[config.mk]
export PLATFORM = sky130hd
export DESIGN_NAME = grid_first_fit_rect_allocator_top
export DESIGN_NICKNAME = d
export VERILOG_FILES = /design/src/sv/gfa_pkg.sv /design/src/sv/gfa_grid.sv /design/src/sv/gfa_lanes.sv /design/src/sv/grid_first_fit_rect_allocator_top.sv
export SDC_FILE = /design/constraint.sdc
export NUM_CORES = 2
export LEC_CHECK = 0
export BUFFER_PORTS_ARGS = -buffer_cell sky130_fd_sc_hd__clkbuf_2
export CORE_ASPECT_RATIO = 0.75
export CORE_UTILIZATION = 64
export CTS_CLUSTER_DIAMETER = 80
export CTS_CLUSTER_SIZE = 24
export DETAILED_ROUTE_END_ITERATION = 6
export PLACE_DENSITY_LB_ADDON = 0.1
export SETUP_SLACK_MARGIN = 0.02
export SLEW_MARGIN = 20
export SYNTH_ARGS = -nofsm -noshare
export SYNTH_HDL_FRONTEND = slang
export SYNTH_HIERARCHICAL = 1
export SYNTH_SLANG_ARGS = --single-unit
[constraint.sdc]
create_clock -name clk -period 7.3 [get_ports clk]
set_clock_uncertainty 0.1 [all_clocks]
set_input_delay 1.095 -clock clk [delete_from_list [all_inputs] [get_ports clk]]
set_output_delay 1.095 -clock clk [all_outputs]
set_load 0.05 [all_outputs]
[src/sv/gfa_pkg.sv]
`timescale 1ns / 1ps
// Shared types, constants and helpers of the first-fit rectangle allocator.
// Depends on nothing; every other file of the block imports it.
package gfa_pkg;

    localparam int MAX_WIDTH  = 32;
    localparam int MAX_HEIGHT = 32;

    localparam int XW        = $clog2(MAX_WIDTH);
    localparam int YW        = $clog2(MAX_HEIGHT);
    localparam int RUNW      = $clog2(MAX_HEIGHT + 1);
    localparam int CFG_W     = 6;
    localparam int CW        = CFG_W + 1;
    localparam int SIZE_W    = 6;
    localparam int POS_W     = 5;
    localparam int ROOM_W    = 11;
    localparam int CFG_IDX_W = 1;

    localparam logic [CFG_W-1:0]     CFG_RESET       = 6'd32;
    localparam logic [ROOM_W-1:0]    COUNT_MAX       = 11'd2047;
    localparam logic                 REQ_CLEAR       = 1'b0;
    localparam logic                 REQ_ALLOC       = 1'b1;
    localparam logic [CFG_IDX_W-1:0] CFG_GRID_WIDTH  = 1'b0;
    localparam logic [CFG_IDX_W-1:0] CFG_GRID_HEIGHT = 1'b1;

    typedef struct packed {
        logic              req_type;
        logic [SIZE_W-1:0] size_x;
        logic [SIZE_W-1:0] size_y;
    } req_t;

    typedef struct packed {
        logic              placed;
        logic [POS_W-1:0]  pos_x;
        logic [POS_W-1:0]  pos_y;
        logic [ROOM_W-1:0] room_number;
        logic              grid_full;
    } rsp_t;

    typedef struct packed {
        logic                 clear;
        logic                 wr;
        logic [YW-1:0]        idx;
        logic [MAX_WIDTH-1:0] mask;
    } grid_ctrl_t;

    typedef struct packed {
        logic          start;
        logic          step;
        logic [YW-1:0] row_y;
    } lane_ctrl_t;

    typedef enum logic [5:0] {
        S_IDLE = 6'b000001,
        S_SCAN = 6'b000010,
        S_PICK = 6'b000100,
        S_MARK = 6'b001000,
        S_FULL = 6'b010000,
        S_DONE = 6'b100000
    } state_t;

    // Mask with the lowest n bits set.
    function automatic logic [MAX_WIDTH-1:0] low_mask(input logic [CW-1:0] n);
        logic [MAX_WIDTH-1:0] m;
        m = '0;
        for (int i = 0; i < MAX_WIDTH; i++)
        begin
            m[i] = (i < int'(n));
        end
        return m;
    endfunction

endpackage

[src/sv/gfa_grid.sv]
`timescale 1ns / 1ps
// Occupancy grid storage: one row of cell bits per y, cleared at once,
// one row read and one row OR-written per cycle. Depends on gfa_pkg.
module gfa_grid (
    input  logic                          clk,
    input  logic                          rst_n,
    input  gfa_pkg::grid_ctrl_t           ctrl,
    output logic [gfa_pkg::MAX_WIDTH-1:0] row
);
    import gfa_pkg::*;

    logic [MAX_WIDTH-1:0] rows_reg  [MAX_HEIGHT];
    logic [MAX_WIDTH-1:0] rows_next [MAX_HEIGHT];

    always_comb
    begin
        rows_next = rows_reg;
        if (ctrl.clear)
        begin
            for (int i = 0; i < MAX_HEIGHT; i++)
            begin
                rows_next[i] = '0;
            end
        end
        else if (ctrl.wr)
        begin
            rows_next[ctrl.idx] = rows_reg[ctrl.idx] | ctrl.mask;
        end
    end

    assign row = rows_reg[ctrl.idx];

    always_ff @(posedge clk or negedge rst_n)
    begin
        if (!rst_n)
        begin
            for (int i = 0; i < MAX_HEIGHT; i++)
            begin
                rows_reg[i] <= '0;
            end
        end
        else
        begin
            rows_reg <= rows_next;
        end
    end

endmodule

[src/sv/gfa_lanes.sv]
`timescale 1ns / 1ps
// Window test per candidate x: tracks runs of free rows for every column
// origin while rows stream past, and picks the lowest x that fits. Uses gfa_pkg.
module gfa_lanes (
    input  logic                          clk,
    input  logic                          rst_n,
    input  gfa_pkg::lane_ctrl_t           ctrl,
    input  logic [gfa_pkg::MAX_WIDTH-1:0] row,
    input  logic [gfa_pkg::MAX_WIDTH-1:0] size_mask,
    input  logic [gfa_pkg::SIZE_W-1:0]    size_x,
    input  logic [gfa_pkg::SIZE_W-1:0]    size_y,
    input  logic [gfa_pkg::CW-1:0]        area_w,
    output logic                          pick_valid,
    output logic [gfa_pkg::XW-1:0]        pick_x,
    output logic [gfa_pkg::YW-1:0]        pick_y
);
    import gfa_pkg::*;

    logic [MAX_WIDTH-1:0] found_reg, found_next;
    logic [RUNW-1:0]      run_reg  [MAX_WIDTH];
    logic [RUNW-1:0]      run_next [MAX_WIDTH];
    logic [YW-1:0]        fy_reg   [MAX_WIDTH];
    logic [YW-1:0]        fy_next  [MAX_WIDTH];
    logic [MAX_WIDTH-1:0] lane_en;
    logic [MAX_WIDTH-1:0] lane_free;
    logic [MAX_WIDTH-1:0] lane_mask;

    always_comb
    begin
        for (int x = 0; x < MAX_WIDTH; x++)
        begin
            lane_mask    = size_mask << x;
            lane_free[x] = ((row & lane_mask) == '0);
            lane_en[x]   = ((x + int'(size_x)) <= int'(area_w));
        end
    end

    always_comb
    begin
        found_next = found_reg;
        run_next   = run_reg;
        fy_next    = fy_reg;
        if (ctrl.start)
        begin
            found_next = '0;
            for (int x = 0; x < MAX_WIDTH; x++)
            begin
                run_next[x] = '0;
            end
        end
        else if (ctrl.step)
        begin
            for (int x = 0; x < MAX_WIDTH; x++)
            begin
                run_next[x] = lane_free[x] ? RUNW'(run_reg[x] + 1'b1) : '0;
                // A lane keeps the origin y of the first run of free rows that reaches the height.
                if (lane_en[x] && !found_reg[x] && lane_free[x] &&
                    (CW'(run_reg[x]) + CW'(1) == CW'(size_y)))
                begin
                    found_next[x] = 1'b1;
                    fy_next[x]    = YW'(CW'(ctrl.row_y) + CW'(1) - CW'(size_y));
                end
            end
        end
    end

    always_comb
    begin
        pick_valid = 1'b0;
        pick_x     = '0;
        pick_y     = '0;
        for (int x = MAX_WIDTH - 1; x >= 0; x--)
        begin
            if (found_reg[x])
            begin
                pick_valid = 1'b1;
                pick_x     = XW'(x);
                pick_y     = fy_reg[x];
            end
        end
    end

    always_ff @(posedge clk or negedge rst_n)
    begin
        if (!rst_n)
        begin
            found_reg <= '0;
        end
        else
        begin
            found_reg <= found_next;
        end
    end

    always_ff @(posedge clk)
    begin
        run_reg <= run_next;
        fy_reg  <= fy_next;
    end

endmodule

[src/sv/grid_first_fit_rect_allocator_top.sv]
`timescale 1ns / 1ps
// Top level of the first-fit rectangle allocator: sequencer, configuration
// registers and result register. Uses gfa_pkg, gfa_grid and gfa_lanes.
//
//  channel  | handshake              | payload
//  ---------+------------------------+----------------------------
//  request  | req_valid / req_stall  | req_data  (gfa_pkg::req_t)
//  result   | rsp_valid / rsp_stall  | rsp_data  (gfa_pkg::rsp_t)
//  config   | cfg_valid / cfg_ready  | cfg_index, cfg_data
//
// An allocate request scans the H rows of the area once, picks the origin,
// writes size_y rows, then checks the H rows for the full flag. A clear
// request empties the grid and then checks the rows for the full flag.
// The grid port gives one row at a time, so each pass steps through the rows.
// Reset empties the grid at once and sets both area registers to 32.
// A new request is taken while an earlier result still waits under rsp_stall.
module grid_first_fit_rect_allocator_top (
    input  logic                          clk,
    input  logic                          rst_n,
    input  logic                          req_valid,
    output logic                          req_stall,
    input  gfa_pkg::req_t                 req_data,
    output logic                          rsp_valid,
    input  logic                          rsp_stall,
    output gfa_pkg::rsp_t                 rsp_data,
    input  logic                          cfg_valid,
    output logic                          cfg_ready,
    input  logic [gfa_pkg::CFG_IDX_W-1:0] cfg_index,
    input  logic [gfa_pkg::CFG_W-1:0]     cfg_data
);
    import gfa_pkg::*;

    state_t               state_reg, state_next;
    logic [CFG_W-1:0]     gw_reg, gw_next;
    logic [CFG_W-1:0]     gh_reg, gh_next;
    logic [ROOM_W-1:0]    room_reg, room_next;
    logic                 rsp_valid_reg, rsp_valid_next;
    rsp_t                 rsp_reg, rsp_next;
    logic [CW-1:0]        cnt_reg, cnt_next;
    logic [SIZE_W-1:0]    sx_reg, sx_next;
    logic [SIZE_W-1:0]    sy_reg, sy_next;
    logic [MAX_WIDTH-1:0] mask_reg, mask_next;
    logic                 placed_reg, placed_next;
    logic [XW-1:0]        px_reg, px_next;
    logic [YW-1:0]        py_reg, py_next;
    logic [ROOM_W-1:0]    num_reg, num_next;
    logic                 full_reg, full_next;

    logic [CW-1:0]        area_w;
    logic [CW-1:0]        area_h;
    logic [MAX_WIDTH-1:0] width_mask;
    logic                 accept;
    logic                 fits;
    grid_ctrl_t           grid_ctrl;
    lane_ctrl_t           lane_ctrl;
    logic [MAX_WIDTH-1:0] row;
    logic                 pick_valid;
    logic [XW-1:0]        pick_x;
    logic [YW-1:0]        pick_y;

    // Register values above the grid size saturate to it.
    assign area_w = (int'(gw_reg) > MAX_WIDTH)  ? CW'(MAX_WIDTH)  : CW'(gw_reg);
    assign area_h = (int'(gh_reg) > MAX_HEIGHT) ? CW'(MAX_HEIGHT) : CW'(gh_reg);
    assign width_mask = low_mask(area_w);

    assign req_stall = (state_reg != S_IDLE);
    assign cfg_ready = (state_reg == S_IDLE);
    assign accept    = req_valid && (state_reg == S_IDLE);
    assign rsp_valid = rsp_valid_reg;
    assign rsp_data  = rsp_reg;

    assign fits = (req_data.size_x != '0) && (req_data.size_y != '0) &&
                  (CW'(req_data.size_x) <= area_w) && (CW'(req_data.size_y) <= area_h) &&
                  (room_reg < COUNT_MAX);

    always_comb
    begin
        state_next     = state_reg;
        gw_next        = gw_reg;
        gh_next        = gh_reg;
        room_next      = room_reg;
        rsp_valid_next = rsp_valid_reg;
        rsp_next       = rsp_reg;
        cnt_next       = cnt_reg;
        sx_next        = sx_reg;
        sy_next        = sy_reg;
        mask_next      = mask_reg;
        placed_next    = placed_reg;
        px_next        = px_reg;
        py_next        = py_reg;
        num_next       = num_reg;
        full_next      = full_reg;

        grid_ctrl.clear = 1'b0;
        grid_ctrl.wr    = 1'b0;
        grid_ctrl.idx   = cnt_reg[YW-1:0];
        grid_ctrl.mask  = mask_reg << px_reg;
        lane_ctrl.start = 1'b0;
        lane_ctrl.step  = 1'b0;
        lane_ctrl.row_y = cnt_reg[YW-1:0];

        if (rsp_valid_reg && !rsp_stall)
        begin
            rsp_valid_next = 1'b0;
        end

        if (cfg_valid && cfg_ready)
        begin
            if (cfg_index == CFG_GRID_WIDTH)
            begin
                gw_next = cfg_data;
            end
            else if (cfg_index == CFG_GRID_HEIGHT)
            begin
                gh_next = cfg_data;
            end
        end

        case (state_reg)
            S_IDLE:
            begin
                if (accept)
                begin
                    sx_next     = req_data.size_x;
                    sy_next     = req_data.size_y;
                    mask_next   = low_mask(CW'(req_data.size_x));
                    placed_next = 1'b0;
                    px_next     = '0;
                    py_next     = '0;
                    num_next    = '0;
                    cnt_next    = '0;
                    full_next   = 1'b1;
                    if (req_data.req_type == REQ_CLEAR)
                    begin
                        grid_ctrl.clear = 1'b1;
                        room_next       = '0;
                        state_next      = S_FULL;
                    end
                    else if (fits)
                    begin
                        lane_ctrl.start = 1'b1;
                        state_next      = S_SCAN;
                    end
                    else
                    begin
                        state_next = S_FULL;
                    end
                end
            end
            S_SCAN:
            begin
                lane_ctrl.step = 1'b1;
                if (cnt_reg + CW'(1) == area_h)
                begin
                    state_next = S_PICK;
                end
                else
                begin
                    cnt_next = cnt_reg + CW'(1);
                end
            end
            S_PICK:
            begin
                cnt_next = '0;
                if (pick_valid)
                begin
                    placed_next = 1'b1;
                    px_next     = pick_x;
                    py_next     = pick_y;
                    room_next   = room_reg + ROOM_W'(1);
                    num_next    = room_reg + ROOM_W'(1);
                    state_next  = S_MARK;
                end
                else
                begin
                    state_next = S_FULL;
                end
            end
            S_MARK:
            begin
                grid_ctrl.wr  = 1'b1;
                grid_ctrl.idx = YW'(py_reg + cnt_reg[YW-1:0]);
                if (cnt_reg + CW'(1) == CW'(sy_reg))
                begin
                    cnt_next   = '0;
                    state_next = S_FULL;
                end
                else
                begin
                    cnt_next = cnt_reg + CW'(1);
                end
            end
            S_FULL:
            begin
                // An empty area has no rows to check and counts as full.
                if (cnt_reg >= area_h)
                begin
                    state_next = S_DONE;
                end
                else
                begin
                    if ((row & width_mask) != width_mask)
                    begin
                        full_next = 1'b0;
                    end
                    if (cnt_reg + CW'(1) == area_h)
                    begin
                        state_next = S_DONE;
                    end
                    else
                    begin
                        cnt_next = cnt_reg + CW'(1);
                    end
                end
            end
            S_DONE:
            begin
                if (!rsp_valid_reg || !rsp_stall)
                begin
                    rsp_next.placed      = placed_reg;
                    rsp_next.pos_x       = POS_W'(px_reg);
                    rsp_next.pos_y       = POS_W'(py_reg);
                    rsp_next.room_number = num_reg;
                    rsp_next.grid_full   = full_reg;
                    rsp_valid_next       = 1'b1;
                    state_next           = S_IDLE;
                end
            end
            default:
            begin
                state_next = S_IDLE;
            end
        endcase
    end

    always_ff @(posedge clk or negedge rst_n)
    begin
        if (!rst_n)
        begin
            state_reg     <= S_IDLE;
            gw_reg        <= CFG_RESET;
            gh_reg        <= CFG_RESET;
            room_reg      <= '0;
            rsp_valid_reg <= 1'b0;
            cnt_reg       <= '0;
        end
        else
        begin
            state_reg     <= state_next;
            gw_reg        <= gw_next;
            gh_reg        <= gh_next;
            room_reg      <= room_next;
            rsp_valid_reg <= rsp_valid_next;
            cnt_reg       <= cnt_next;
        end
    end

    always_ff @(posedge clk)
    begin
        rsp_reg    <= rsp_next;
        sx_reg     <= sx_next;
        sy_reg     <= sy_next;
        mask_reg   <= mask_next;
        placed_reg <= placed_next;
        px_reg     <= px_next;
        py_reg     <= py_next;
        num_reg    <= num_next;
        full_reg   <= full_next;
    end

    gfa_grid u_grid (
        .clk  (clk),
        .rst_n(rst_n),
        .ctrl (grid_ctrl),
        .row  (row)
    );

    gfa_lanes u_lanes (
        .clk       (clk),
        .rst_n     (rst_n),
        .ctrl      (lane_ctrl),
        .row       (row),
        .size_mask (mask_reg),
        .size_x    (sx_reg),
        .size_y    (sy_reg),
        .area_w    (area_w),
        .pick_valid(pick_valid),
        .pick_x    (pick_x),
        .pick_y    (pick_y)
    );

endmodule
==> key figures <==
Run status
  • Outcome: finished with violations
  • Failing checks: design-rule violations

Die
  • Core box area: 125000 sq um
  • Chip Width: 413.0 um
  • Initial cell density of the core: 64.87%
  • IO Pins: 51
  • Area of the die: 128100 sq um
  • Number of standard-cell rows in the floorplan: 112
  • Die boundary height: 310.3 um

Power
  • Net switching power: 0.01128 W
  • P_leak: 34.97 nW
  • Net switching fraction of the power: 44.42%
  • Sequential Power Share: 38.2%
  • Highest ir drop seen on vdd: 0.4256 mV
  • Total power divided by cell area: 296.8 nW/um^2
  • Total internal power: 0.01411 W
  • Power share of the combinational group: 42.3%
  • Clk pwr share: 19.4%
  • Overall Power: 0.02539 W

STA
  • Final setup violating endpoints: 0
  • Slew Limit Headroom: 15.71%
  • Fmax: 139.8 MHz
  • Final hold vios: 0
  • Setup repair after global routing missed its margin: false
  • Period utilization: 97.96%
  • Final worst-path setup slack: 0.1489 ns
  • Total Negative Setup Slacks: 0 ns
  • Final hold slack: 0.2778 ns
  • Worst Max-Slew Pin Slew: 1.262 ns
  • Total count of max-transition violations in the final report: 0
  • Final worst path period need: 7.151 ns

Critical path
  • Crit Path Max Fanout: 17
  • Worst-case register-to-register setup slack: 0.15 ns
  • Depth of the worst register-to-register path: 18
  • Worst reg2reg startpoint: state_reg[1]$_DFFE_PN0P_
  • CP Launch Type: flop
  • Type of element capturing the critical path: flop
  • Critical Path AT: 7.51 ns
  • Crit Reg-Reg Endpoint: u_lanes/fy_reg[125]$_DFFE_PP_
  • Critical path data required time: 7.66 ns
  • Path type of the worst setup path: flop to flop

Clock tree
  • Skew-Pair Late Insertion Delay: 0.77 ns
  • Maximum clock insertion buffer count: 3
  • Num Clock Sinks: 1534
  • CTS tree: built
  • Maximum level of the CTS H-tree: 3
  • Post-cts repair resize count: 0
  • CTS Root Buffer Type: sky130_fd_sc_hd__clkbuf_16
  • Clock buffers created by TritonCTS: 76
  • Clock slew at the register clock pins of the worst setup and hold paths: 0.10 ns
  • Hold bufs inserted after CTS: 0
  • Post-CTS setup repair buffer count: 0

Global routing
  • Total grt overflow: 0
  • All-layer global routing usage: 45.01%
  • Number of global-route vias before repair: 62420
  • First-pass GRT wire length: 426600 um
  • Pin count of the biggest net entering global routing: 185
  • Initial antenna violation count: 8

Routing
  • Routed metal-1 wirelength: 114700 um
  • Routed length on met2: 117400 um
  • Via density per instance: 7.542
  • Met3 wire len: 44950 um
  • Number of DRC violations after detailed routing: 70
  • Remaining antenna violation count: 0
  • Uppermost layer routed: met5
  • Initial DRC count: 11220
  • Drt wl/cell: 33.05 um
  • Post-Route WL: 294300 um
  • Total via count in the routed design: 67170
  • Number of iterations in the first detailed-routing pass: 7

Layout
  • Number of nets in the final layout: 7444
  • Layout cells sized above 1: 10.25%
  • Number of flip-flops under the largest register name: 1024
  • Synthesis-to-layout area growth: 5.498%

Yosys
  • Number of synthesized flops with an enable pin: 249
  • Asr flop ratio synth: 71.25%
  • Top area cells in the synthesized netlist: sky130_fd_sc_hd__dfrtp_1 (34%), sky130_fd_sc_hd__a22o_1 (12%), sky130_fd_sc_hd__edfxtp_1 (9.2%)
  • Netlist area before placement: 81080 sq um
  • Cell taking the most area after synthesis: sky130_fd_sc_hd__dfrtp_1
  • Share of synthesized area occupied by flip-flops and latches: 47.70%
  • Cells after synthesis: 7443
  • Top flip-flop cell by instance count after synthesis: sky130_fd_sc_hd__dfrtp_1
  • Synth Register Bits: 1534
  • Unique masters post-synth: 110
  • Mapped Avg Cell Area: 10.89 sq um
  • Area share of the leading cell type in the synthesized netlist: 33.64%
  • Yosys warns: 6

Placed design
  • Buffers added on ports: 50
  • Pre-CTS WS: 0.2089 ns
  • Post-DP HPWL: 190200 um
  • Placer's final routability congestion estimate: 1.004

Job
  • Number of maximum-capacitance constraint violations: 0

Worst hold path
  • Min-delay worst type: input pin to async pin
## critical path, stage by stage (launching register included)
cell and delay (ns):
sky130_fd_sc_hd__dfrtp_1 0.42, sky130_fd_sc_hd__nor4_1 0.48, sky130_fd_sc_hd__nand3b_2 0.33, sky130_fd_sc_hd__inv_1 0.16, sky130_fd_sc_hd__buf_4 0.26, sky130_fd_sc_hd__nand2_1 0.08, sky130_fd_sc_hd__o21ai_1 0.58, sky130_fd_sc_hd__buf_4 0.38
sky130_fd_sc_hd__nand4bb_2 0.24, sky130_fd_sc_hd__buf_4 0.30, sky130_fd_sc_hd__o22ai_1 0.19, sky130_fd_sc_hd__nor4_2 0.83, sky130_fd_sc_hd__nand2_1 0.37, sky130_fd_sc_hd__buf_4 0.29, sky130_fd_sc_hd__a221oi_1 0.33, sky130_fd_sc_hd__nand4_1 0.12
sky130_fd_sc_hd__or3_1 0.36, sky130_fd_sc_hd__a2111oi_2 0.72, sky130_fd_sc_hd__buf_4 0.28
## layout make-up
type / instances / area (sq um)
Fill cell: 9450 / 39460
Multi-Input combinational cell: 5060 / 38890
Sequential cell: 1534 / 38680
Timing Repair Buffer: 370 / 2998
Tap cell: 1653 / 2068
Clock buffer: 104 / 2049
Inverter: 168 / 635.6
Clock inverter: 13 / 215.2
Antenna cell: 4 / 10.01
## metrics by stage
step | util (%) | std cells | area (sq um)
2_1_floorplan | - | 7444 | 81090
3_3_place_gp | 66.49 | 8782 | 83110
3_5_place_dp | 66.49 | 8782 | 83120
4_1_cts | 68.30 | 8899 | 85380
5_1_grt | 68.43 | 8904 | 85540
6_report | 68.43 | 8906 | 85540
## how the worst max path moves through the flow
stage / from / end / slack (ns) / cells past startpoint
6_report: state_reg[1]$_DFFE_PN0P_ / u_lanes/fy_reg[125]$_DFFE_PP_ / 0.15 / 18
5_1_grt: cnt_reg[0]$_DFFE_PN0P_ / u_lanes/fy_reg[125]$_DFFE_PP_ / 0.03 / 21
4_1_cts: cnt_reg[0]$_DFFE_PN0P_ / u_lanes/fy_reg[52]$_DFFE_PP_ / 0.16 / 20
3_5_place_dp: cnt_reg[0]$_DFFE_PN0P_ / u_lanes/fy_reg[53]$_DFFE_PP_ / 0.21 / 20
3_3_place_gp: cnt_reg[0]$_DFFE_PN0P_ / u_lanes/fy_reg[50]$_DFFE_PP_ / 0.28 / 20
2_1_floorplan: cnt_reg[0]$_DFFE_PN0P_ / u_lanes/fy_reg[120]$_DFFE_PP_ / 1.88 / 23
## power groups by stage
stage	Combinational [W]	Clock, W	Sequential [W]
2_1_floorplan	0.00683	0	0.00967
3_3_place_gp	0.0100	0	0.00983
3_5_place_dp	0.0101	0	0.00985
4_1_cts	0.0102	0.00497	0.00967
5_1_grt	0.0111	0.00525	0.00974
6_report	0.0108	0.00493	0.00970
## synth_stat cells, drive strengths merged, types with 103 or more instances
cell and number:
o21ai 319, mux2i 551, nand3 171, o22ai 297, nand2 474, inv 166, a21oi 210, buf 288
dfrtp 1090, dfxtp 192, clkbuf 393, ha 207, xnor2 213, a22o 1078, xor2 135, a22oi 158
nor2 191, edfxtp 249, nor4 103
## cells by family (layout without fill, tap and decap cells)
kind of cell               count (synthesis)  in the layout  share of synthesized area, %
AOI/OAI and AO/OA                       2464           2464                         22.83
muxes                                    594            594                         7.594
buffers and inverters                    850            655                         5.068
and+or+nand+nor                         1439           1439                         9.701
DFF                                     1534           1534                         47.70
xor gates and xnor gates                 351            351                         3.844
other                                      1              6                      0.004625
adders and majority gates                210            210                         3.256
## placed cells by master, fill, tap and decap left out, drive strengths merged, types with 71 or more instances in the layout
cell and instances:
xnor2 213, a21oi 210, dfrtp 1090, o22ai 297
edfxtp 249, nand3 171, buf 321, a22oi 158
dfxtp 192, o21ai 319, nor2 191, nand4 86
clkbuf 153, nor4 103, a22o 1078, ha 207
mux2i 551, xor2 135, nor3 71, nand2 474
inv 172
## per-layer routing
metal | track usage [%] | vias up
met2 | 60.35 | 4953
met5 | 2.436 | -
met1 | 62.09 | 33530
met3 | 19.23 | 936
li1 | - | 27740
met4 | 21.58 | 12
(Power assumes the default switching activity.)
